### config.mk
export PLATFORM = sky130hd
export DESIGN_NAME = availability_pattern_update
export DESIGN_NICKNAME = d
export VERILOG_FILES = /design/src/design/apu_pkg.sv /design/src/design/apu_divider.sv /design/src/design/availability_pattern_update.sv
export SDC_FILE = /design/constraint.sdc
export NUM_CORES = 2
export LEC_CHECK = 0
export BUFFER_PORTS_ARGS = -buffer_cell sky130_fd_sc_hd__buf_2
export CAP_MARGIN = 40
export CORE_MARGIN = 4
export CORE_UTILIZATION = 35
export CTS_CLUSTER_DIAMETER = 120
export DETAILED_ROUTE_END_ITERATION = 8
export PLACE_DENSITY = 0.56
export REMOVE_ABC_BUFFERS = 1
export SLEW_MARGIN = 20
export SYNTH_ARGS = -nofsm -noshare
export SYNTH_HDL_FRONTEND = slang
export SYNTH_SLANG_ARGS = --single-unit
### constraint.sdc
create_clock -name clk -period 16.21 [get_ports clk]
set_clock_uncertainty 0.2 [all_clocks]
set_input_delay 3.242 -clock clk [delete_from_list [all_inputs] [get_ports clk]]
set_output_delay 3.242 -clock clk [all_outputs]
set_load 0.005 [all_outputs]
### src/design/apu_pkg.sv
`default_nettype none
// ----------------------------------------------------------------------------
// Availability pattern update package
// Shared state type and register addresses for the pattern learner.
// ----------------------------------------------------------------------------
package apu_pkg;

    typedef enum logic [2:0] {
        ST_IDLE,
        ST_DIV1,
        ST_DIV2,
        ST_FINISH,
        ST_OUT
    } state_t;

    localparam logic ADDR_MAX_DEV    = 1'b0;
    localparam logic ADDR_CHANGE_THR = 1'b1;

endpackage
`default_nettype wire

### src/design/apu_divider.sv
`default_nettype none
// ----------------------------------------------------------------------------
// Availability pattern update remainder unit
// Restoring bit-serial remainder of two 32-bit values, one bit per cycle.
// ----------------------------------------------------------------------------
module apu_divider (
    input  wire logic        clk,
    input  wire logic        rst_n,
    input  wire logic        start,
    input  wire logic [31:0] dividend,
    input  wire logic [31:0] divisor,
    output logic             done,
    output logic [31:0]      remainder
);

    logic [31:0] quo_reg, quo_next;
    logic [32:0] rem_reg, rem_next;
    logic [31:0] dsr_reg, dsr_next;
    logic [5:0]  cnt_reg, cnt_next;
    logic        busy_reg, busy_next;
    logic        done_reg, done_next;
    logic [32:0] shifted;

    always_comb
    begin
        shifted    = {rem_reg[31:0], quo_reg[31]};
        quo_next   = quo_reg;
        rem_next   = rem_reg;
        dsr_next   = dsr_reg;
        cnt_next   = cnt_reg;
        busy_next  = busy_reg;
        done_next  = 1'b0;
        if (start)
        begin
            quo_next  = dividend;
            rem_next  = '0;
            dsr_next  = divisor;
            cnt_next  = 6'd32;
            busy_next = 1'b1;
        end
        else if (busy_reg)
        begin
            quo_next = {quo_reg[30:0], 1'b0};
            if (shifted >= {1'b0, dsr_reg})
                rem_next = shifted - {1'b0, dsr_reg};
            else
                rem_next = shifted;
            cnt_next = cnt_reg - 6'd1;
            if (cnt_reg == 6'd1)
            begin
                busy_next = 1'b0;
                done_next = 1'b1;
            end
        end
    end

    always_ff @(posedge clk or negedge rst_n)
    begin
        if (!rst_n)
        begin
            busy_reg <= 1'b0;
            done_reg <= 1'b0;
            cnt_reg  <= '0;
        end
        else
        begin
            busy_reg <= busy_next;
            done_reg <= done_next;
            cnt_reg  <= cnt_next;
        end
    end

    always_ff @(posedge clk)
    begin
        quo_reg <= quo_next;
        rem_reg <= rem_next;
        dsr_reg <= dsr_next;
    end

    assign done      = done_reg;
    assign remainder = rem_reg[31:0];

endmodule
`default_nettype wire

### src/design/availability_pattern_update.sv
`default_nettype none
// ----------------------------------------------------------------------------
// Availability pattern update
// Learns a periodic contact window (period, offset, on-time) from observations.
// ----------------------------------------------------------------------------
// Channel   Direction  Handshake        Payload
// in        input      in_valid/ready   now_time, contact_on_time,
//                                       prior_contact_end, new_contact
// out       output     out_valid/ready  pattern_* , contacts_counted, history
// cfg       input      APB              max_deviation, change_threshold
//
// A widening or rejected item has its result presented the cycle after
// acceptance. A new-contact item runs one or two 32-bit remainders through one
// shared bit-serial divider in turn and then passes the FINISH state before its
// result is presented. Every item ends with a result held in an output
// register until taken; the next item is accepted only once the result has
// been taken. Reset clears all learned state.
// ----------------------------------------------------------------------------
module availability_pattern_update (
    input  wire logic        clk,
    input  wire logic        rst_n,
    input  wire logic        in_valid,
    output logic             in_ready,
    input  wire logic [63:0] now_time,
    input  wire logic [31:0] contact_on_time,
    input  wire logic [63:0] prior_contact_end,
    input  wire logic        new_contact,
    output logic             out_valid,
    input  wire logic        out_ready,
    output logic             pattern_valid,
    output logic [31:0]      pattern_period,
    output logic [31:0]      pattern_offset,
    output logic [31:0]      pattern_on_time,
    output logic [31:0]      contacts_counted,
    output logic [31:0]      change_history,
    input  wire logic        psel,
    input  wire logic        penable,
    input  wire logic        pwrite,
    input  wire logic [2:0]  paddr,
    input  wire logic [31:0] pwdata,
    output logic [31:0]      prdata,
    output logic             pready
);

    apu_pkg::state_t state_reg, state_next;

    logic [31:0] max_dev_reg, chg_thr_reg;
    logic [31:0] on_reg, period_reg, offset_reg, prev_on_reg, count_reg, hist_reg;
    logic        valid_reg;

    // Latched item and intermediate values.
    logic [31:0] start_reg, nper_reg, non_reg, in_on_reg;

    // Divider connections.
    logic        div_start, div_done;
    logic [31:0] div_a, div_b, div_rem;

    logic [31:0] n_on_w, start_w;
    logic [63:0] per64_w;
    logic        bad_w;

    // Window overlap of old and new windows, 33-bit ends.
    logic [32:0] a1, b1, lo, hi;
    logic        sig_w;

    apu_divider u_div (
        .clk      (clk),
        .rst_n    (rst_n),
        .start    (div_start),
        .dividend (div_a),
        .divisor  (div_b),
        .done     (div_done),
        .remainder(div_rem)
    );

    assign pready = 1'b1;

    always_comb
    begin
        case (paddr[2])
            apu_pkg::ADDR_MAX_DEV:    prdata = max_dev_reg;
            apu_pkg::ADDR_CHANGE_THR: prdata = chg_thr_reg;
            default:                  prdata = '0;
        endcase
    end

    always_ff @(posedge clk or negedge rst_n)
    begin
        if (!rst_n)
        begin
            max_dev_reg <= '0;
            chg_thr_reg <= '0;
        end
        else if (psel && penable && pwrite && paddr[1:0] == 2'b00)
        begin
            if (paddr[2] == apu_pkg::ADDR_MAX_DEV)
                max_dev_reg <= pwdata;
            else
                chg_thr_reg <= pwdata;
        end
    end

    // Combinational front end on the input item.
    assign n_on_w  = (on_reg > contact_on_time) ? on_reg : contact_on_time;
    assign start_w = now_time[31:0] - contact_on_time;
    assign per64_w = {32'd0, start_w} - prior_contact_end + {32'd0, prev_on_reg};
    assign bad_w   = (prior_contact_end >= {32'd0, start_w}) || (per64_w[31:0] == '0)
                     || (n_on_w > per64_w[31:0]);

    assign a1 = {1'b0, offset_reg} + {1'b0, on_reg};
    assign b1 = {1'b0, div_rem} + {1'b0, non_reg};
    assign lo = (offset_reg > div_rem) ? {1'b0, offset_reg} : {1'b0, div_rem};
    assign hi = (a1 < b1) ? a1 : b1;
    assign sig_w = valid_reg && (((hi > lo) ? hi - lo : 33'd0) < {1'b0, chg_thr_reg});

    // Next state.
    always_comb
    begin
        state_next = state_reg;
        case (state_reg)
            apu_pkg::ST_IDLE:
                if (in_valid)
                begin
                    if (!new_contact || contact_on_time >= prev_on_reg || bad_w)
                        state_next = apu_pkg::ST_OUT;
                    else if (period_reg != '0 && per64_w[31:0] > period_reg)
                        state_next = apu_pkg::ST_DIV1;
                    else
                        state_next = apu_pkg::ST_DIV2;
                end
            apu_pkg::ST_DIV1:
                if (div_done)
                    state_next = apu_pkg::ST_DIV2;
            apu_pkg::ST_DIV2:
                if (div_done)
                    state_next = apu_pkg::ST_FINISH;
            apu_pkg::ST_FINISH:
                state_next = apu_pkg::ST_OUT;
            apu_pkg::ST_OUT:
                if (out_ready)
                    state_next = apu_pkg::ST_IDLE;
            default:
                state_next = apu_pkg::ST_IDLE;
        endcase
    end

    // Outputs of the sequencer.
    always_comb
    begin
        in_ready  = (state_reg == apu_pkg::ST_IDLE);
        out_valid = (state_reg == apu_pkg::ST_OUT);
        div_start = 1'b0;
        div_a     = start_reg;
        div_b     = nper_reg;
        case (state_reg)
            apu_pkg::ST_IDLE:
            begin
                div_start = (state_next == apu_pkg::ST_DIV1)
                            || (state_next == apu_pkg::ST_DIV2);
                div_b = (state_next == apu_pkg::ST_DIV1) ? period_reg : per64_w[31:0];
                div_a = (state_next == apu_pkg::ST_DIV1) ? per64_w[31:0] : start_w;
            end
            apu_pkg::ST_DIV1:
            begin
                div_start = div_done;
                div_b = (div_rem < max_dev_reg) ? period_reg : nper_reg;
            end
            default:
            begin
                div_start = 1'b0;
            end
        endcase
    end

    always_ff @(posedge clk or negedge rst_n)
    begin
        if (!rst_n)
        begin
            state_reg   <= apu_pkg::ST_IDLE;
            on_reg      <= '0;
            period_reg  <= '0;
            offset_reg  <= '0;
            prev_on_reg <= '0;
            valid_reg   <= 1'b0;
            count_reg   <= '0;
            hist_reg    <= '0;
        end
        else
        begin
            state_reg <= state_next;
            if (state_reg == apu_pkg::ST_IDLE && in_valid)
            begin
                if (!new_contact || contact_on_time >= prev_on_reg)
                begin
                    prev_on_reg <= contact_on_time;
                    if (period_reg != '0 && n_on_w > period_reg)
                    begin
                        on_reg    <= '0;
                        count_reg <= '0;
                        valid_reg <= 1'b0;
                    end
                    else
                        on_reg <= n_on_w;
                end
                else if (bad_w)
                begin
                    on_reg    <= '0;
                    count_reg <= '0;
                    valid_reg <= 1'b0;
                end
            end
            if (state_reg == apu_pkg::ST_DIV2 && div_done)
            begin
                hist_reg    <= {hist_reg[30:0], sig_w};
                valid_reg   <= 1'b1;
                count_reg   <= count_reg + 32'd1;
                on_reg      <= non_reg;
                period_reg  <= nper_reg;
                offset_reg  <= div_rem;
                prev_on_reg <= in_on_reg;
            end
        end
    end

    always_ff @(posedge clk)
    begin
        if (state_reg == apu_pkg::ST_IDLE && in_valid)
        begin
            start_reg <= start_w;
            nper_reg  <= per64_w[31:0];
            non_reg   <= n_on_w;
            in_on_reg <= contact_on_time;
        end
        else if (state_reg == apu_pkg::ST_DIV1 && div_done)
            nper_reg <= div_b;
    end

    assign pattern_valid    = valid_reg;
    assign pattern_period   = period_reg;
    assign pattern_offset   = offset_reg;
    assign pattern_on_time  = on_reg;
    assign contacts_counted = count_reg;
    assign change_history   = hist_reg;

`ifndef ASSERT_OFF
    a_no_accept_busy: assert property (@(posedge clk) disable iff (!rst_n)
        (state_reg != apu_pkg::ST_IDLE) |-> !in_ready)
        else $error("input accepted while busy");
    a_div_idle: assert property (@(posedge clk) disable iff (!rst_n)
        (state_reg == apu_pkg::ST_OUT) |-> !div_start)
        else $error("divider started while a result waits");
    a_period_nz: assert property (@(posedge clk) disable iff (!rst_n)
        valid_reg |-> (period_reg != '0))
        else $error("valid pattern with zero period");
`endif

endmodule
`default_nettype wire
==> flow_summary_export.csv <==
group,metric,value,unit
floorplan,core_area,0.112,mm^2
final_layout,fin_cells,6370,
setup_path,crit_start,"contact_on_time[8]",
yosys,yosys_warnings,0,
drt,drcViolationCount,0,
floorplan,rows,123,
yosys,ys_types,97,
status,status,"finished, final reports clean",
placed_design,pre_cts_ws,2020,ps
setup_path,slowest_stage,"a2111oi_0",
setup_path,arrival,13830,ps
global_routing,met1_usage,29.9,%
placed_design,dpl.cell_count,6242,
setup_path,cp_max_fo,36,
clock_network,cts_tree,"yes",
drt,via_count,34600,
drt,via_per_inst,5.43,
timing,worst_pin_slew,849,ps
floorplan,ios,399,
power_and_ir_drop,pwr-share-seq,22.3,%
placed_design,gp_congestion,0.892,
yosys,avgSynthCellArea,8.87,um^2
drt,wire_per_inst,21.0,um
yosys,ys_ff_latch,492,
power_and_ir_drop,ir_drop,0.0925,mV
clock_network,root_buffer,"clkbuf_16",
timing,setup_slack,2700,ps
timing,fin_crit,13510,ps
setup_path,start_kind,"primary input",
worst_hold_path,hp-class,"reg2reg",
timing,slew_headroom,43.0,%
clock_network,cts_resized,0,
floorplan,start_util,35.3,%
global_routing,top_usage_layer,"met2",
global_routing,grt_pass1_wl,200,mm
global_routing,globalRouteMet3Util,3.79,%
clock_network,cts_buffer_depth,3,
final_layout,nNetsFinal,5561,
floorplan,die_area,0.119,mm^2
global_routing,grt_util_met2,34.3,%
setup_path,critical-path-max-stage-delay,620,ps
clock_network,cts_setup_buffers,0,
clock_network,cts_buffers,61,
timing,rsz0062_at_grt,"no",
clock_network,clk_pin_slew,60,ps
final_layout,area_delta_synth_final,14.7,%
yosys,synthFlopType,"dfrtp_1",
power_and_ir_drop,power.density,172,mW/mm^2
yosys,ys_seq_area_share,33.0,%
flow_run,cap_violations,0,
floorplan,die_x,345,um
power_and_ir_drop,p_sw_share,46.0,%
timing,final.period_utilization,83.3,%
timing,maxSlewViolCount,0,
setup_path,r2r_cells,46,
setup_path,critical_path_cell_count,40,
clock_network,clk_latency,720,ps
setup_path,path_class,"in2reg",
global_routing,antenna_found_initial,15,
global_routing,gr-total-overflow,0,
clock_network,holdBufCountCts,0,
power_and_ir_drop,clkPwrFrac,17.7,%
global_routing,grt_pass1_vias,33500,
final_layout,n_fill_cell,11300,
power_and_ir_drop,power,7.84,mW
clock_network,clock_sinks,492,
drt,drtIter0Drc,2564,
setup_path,crit_family,"compound AO/OA/AOI/OAI gates",
power_and_ir_drop,comb_power_share,59.9,%
timing,setup-violations-final,0,
yosys,syn_area,0.0397,mm^2
placed_design,io_buffers,365,
timing,max_freq,74.0,MHz
timing,hold_viol,0,
setup_path,cp.required,16530,ps
floorplan,fp.dieH,345,um
final_layout,final_util,40.5,%
placed_design,dp_hpwl,106,mm
power_and_ir_drop,p_leak,22.0,nW
yosys,syn_inst,4475,
drt,firstDrtPassIters,5,
power_and_ir_drop,power.switching,3.61,mW
global_routing,grt_use_total,21.9,%
setup_path,endpoint_kind,"register",
final_layout,final_layout_size_suffix_gt1_share,13.7,%
worst_hold_path,whs_path_depth,2,
setup_path,critical_path_buf_inv_count,7,
setup_path,r2r-start,"pattern_on_time[0]",
yosys,synth-edff-count,192,
power_and_ir_drop,internal_power,4.23,mW
drt,routed_wirelength,134,mm
timing,fin_tns_setup,0,ps
global_routing,grt_max_degree,88,
worst_hold_path,hold_start,"in_on_reg[30]",
yosys,ys_async_sr_fraction,54.5,%
drt,ant_nets,0,
clock_network,ctsHtreeMaxLevel,2,
worst min-delay path: stages (launching register included):
cell and delay [ps]:
edfxtp_1 320, nand2_1 40, o21ai_0 60
cell type report:
type / count / area, um^2 / share of cell area, %
Multi-Input combinational cell: 3412 / 24400 / 53.7
Sequential cell: 492 / 13100 / 28.8
Timing Repair Buffer: 429 / 2510 / 5.50
Tap cell: 1500 / 1880 / 4.12
Clock buffer: 89 / 1720 / 3.78
Inverter: 413 / 1560 / 3.42
Clock inverter: 27 / 289 / 0.635
Antenna cell: 8 / 20.0 / 0.0440
path summary, 6_finish.rpt:
kind / endpoint / slack [ps]
min reg2reg: prev_on_reg[30] / 260
min in group asynchronous: change_history[30] / 2380
min: prev_on_reg[30] / 260
max reg2reg: change_history[0] / 4000
max in group asynchronous: u_div.busy_reg / 11570
max: u_div.dsr_reg[7] / 2700
placed cells by master, fill, tap and decap left out, drive strengths merged, types with 65 or more instances in the layout:
cell,count
edfxtp,192
xor2,73
nand4,83
nand2,456
nor2,253
clkbuf,89
o21ai,392
nor3,74
a21o,201
inv,415
dfrtp,268
a21oi,370
xnor2,93
mux2i,74
ha,513
nor2b,65
buf,429
Yosys cell counts, drive strengths merged (35+ instances only):
cell	count	share of area, %
a211oi	41	1.1
a21o	201	3.8
a21oi	370	4.8
a31oi	49	0.77
buf	44	0.67
clkbuf	114	1.1
dfrtp	268	17
edfxtp	192	15
fa	36	1.8
ha	513	16
inv	413	3.9
mux2	47	1.3
mux2i	74	1.9
nand2	456	4.3
nand2b	56	0.88
nand3	61	0.77
nand4	83	1.3
nor2	253	2.4
nor2b	65	1.0
nor3	74	0.93
o21a	39	0.74
o21ai	392	5.0
o22ai	47	0.74
o2bb2ai	35	0.77
xnor2	93	2.1
xor2	73	1.6
routing by layer:
layer / up-vias / wire [um]
met4: 14 / 6020
met1: 16500 / 60400
met3: 239 / 8880
li1: 16800 / -
met2: 1019 / 58400
met5: - / 77
cells by family after synthesis:
logic type | count (synthesis) | synth area share [%]
AO/OA/AOI/OAI | 1373 | 22.1
multiplexers | 121 | 3.20
flip-flops | 492 | 33.0
AND/OR/NAND/NOR | 1202 | 14.4
buffers and inverters | 571 | 5.66
XOR/XNOR | 166 | 3.70
adder cells (fa/ha/maj) | 549 | 18.0
other | 1 | 0.00945
stage by stage:
step           area (um^2)  hold WS, ps
2_1_floorplan        39000          226
3_3_place_gp         43200          243
3_5_place_dp         43400          249
4_1_cts              45400          263
5_1_grt              45500          293
6_report             45500          259
power groups by stage:
stage          logic [mW]  registers, mW  clock network, mW
3_3_place_gp         4.56           1.76                  0
6_report             4.70           1.75               1.39
5_1_grt              5.29           1.77               1.48
4_1_cts              4.67           1.75               1.43
2_1_floorplan        3.30           1.68                  0
3_5_place_dp         4.64           1.77                  0
Power figures use the tool's default switching activity.
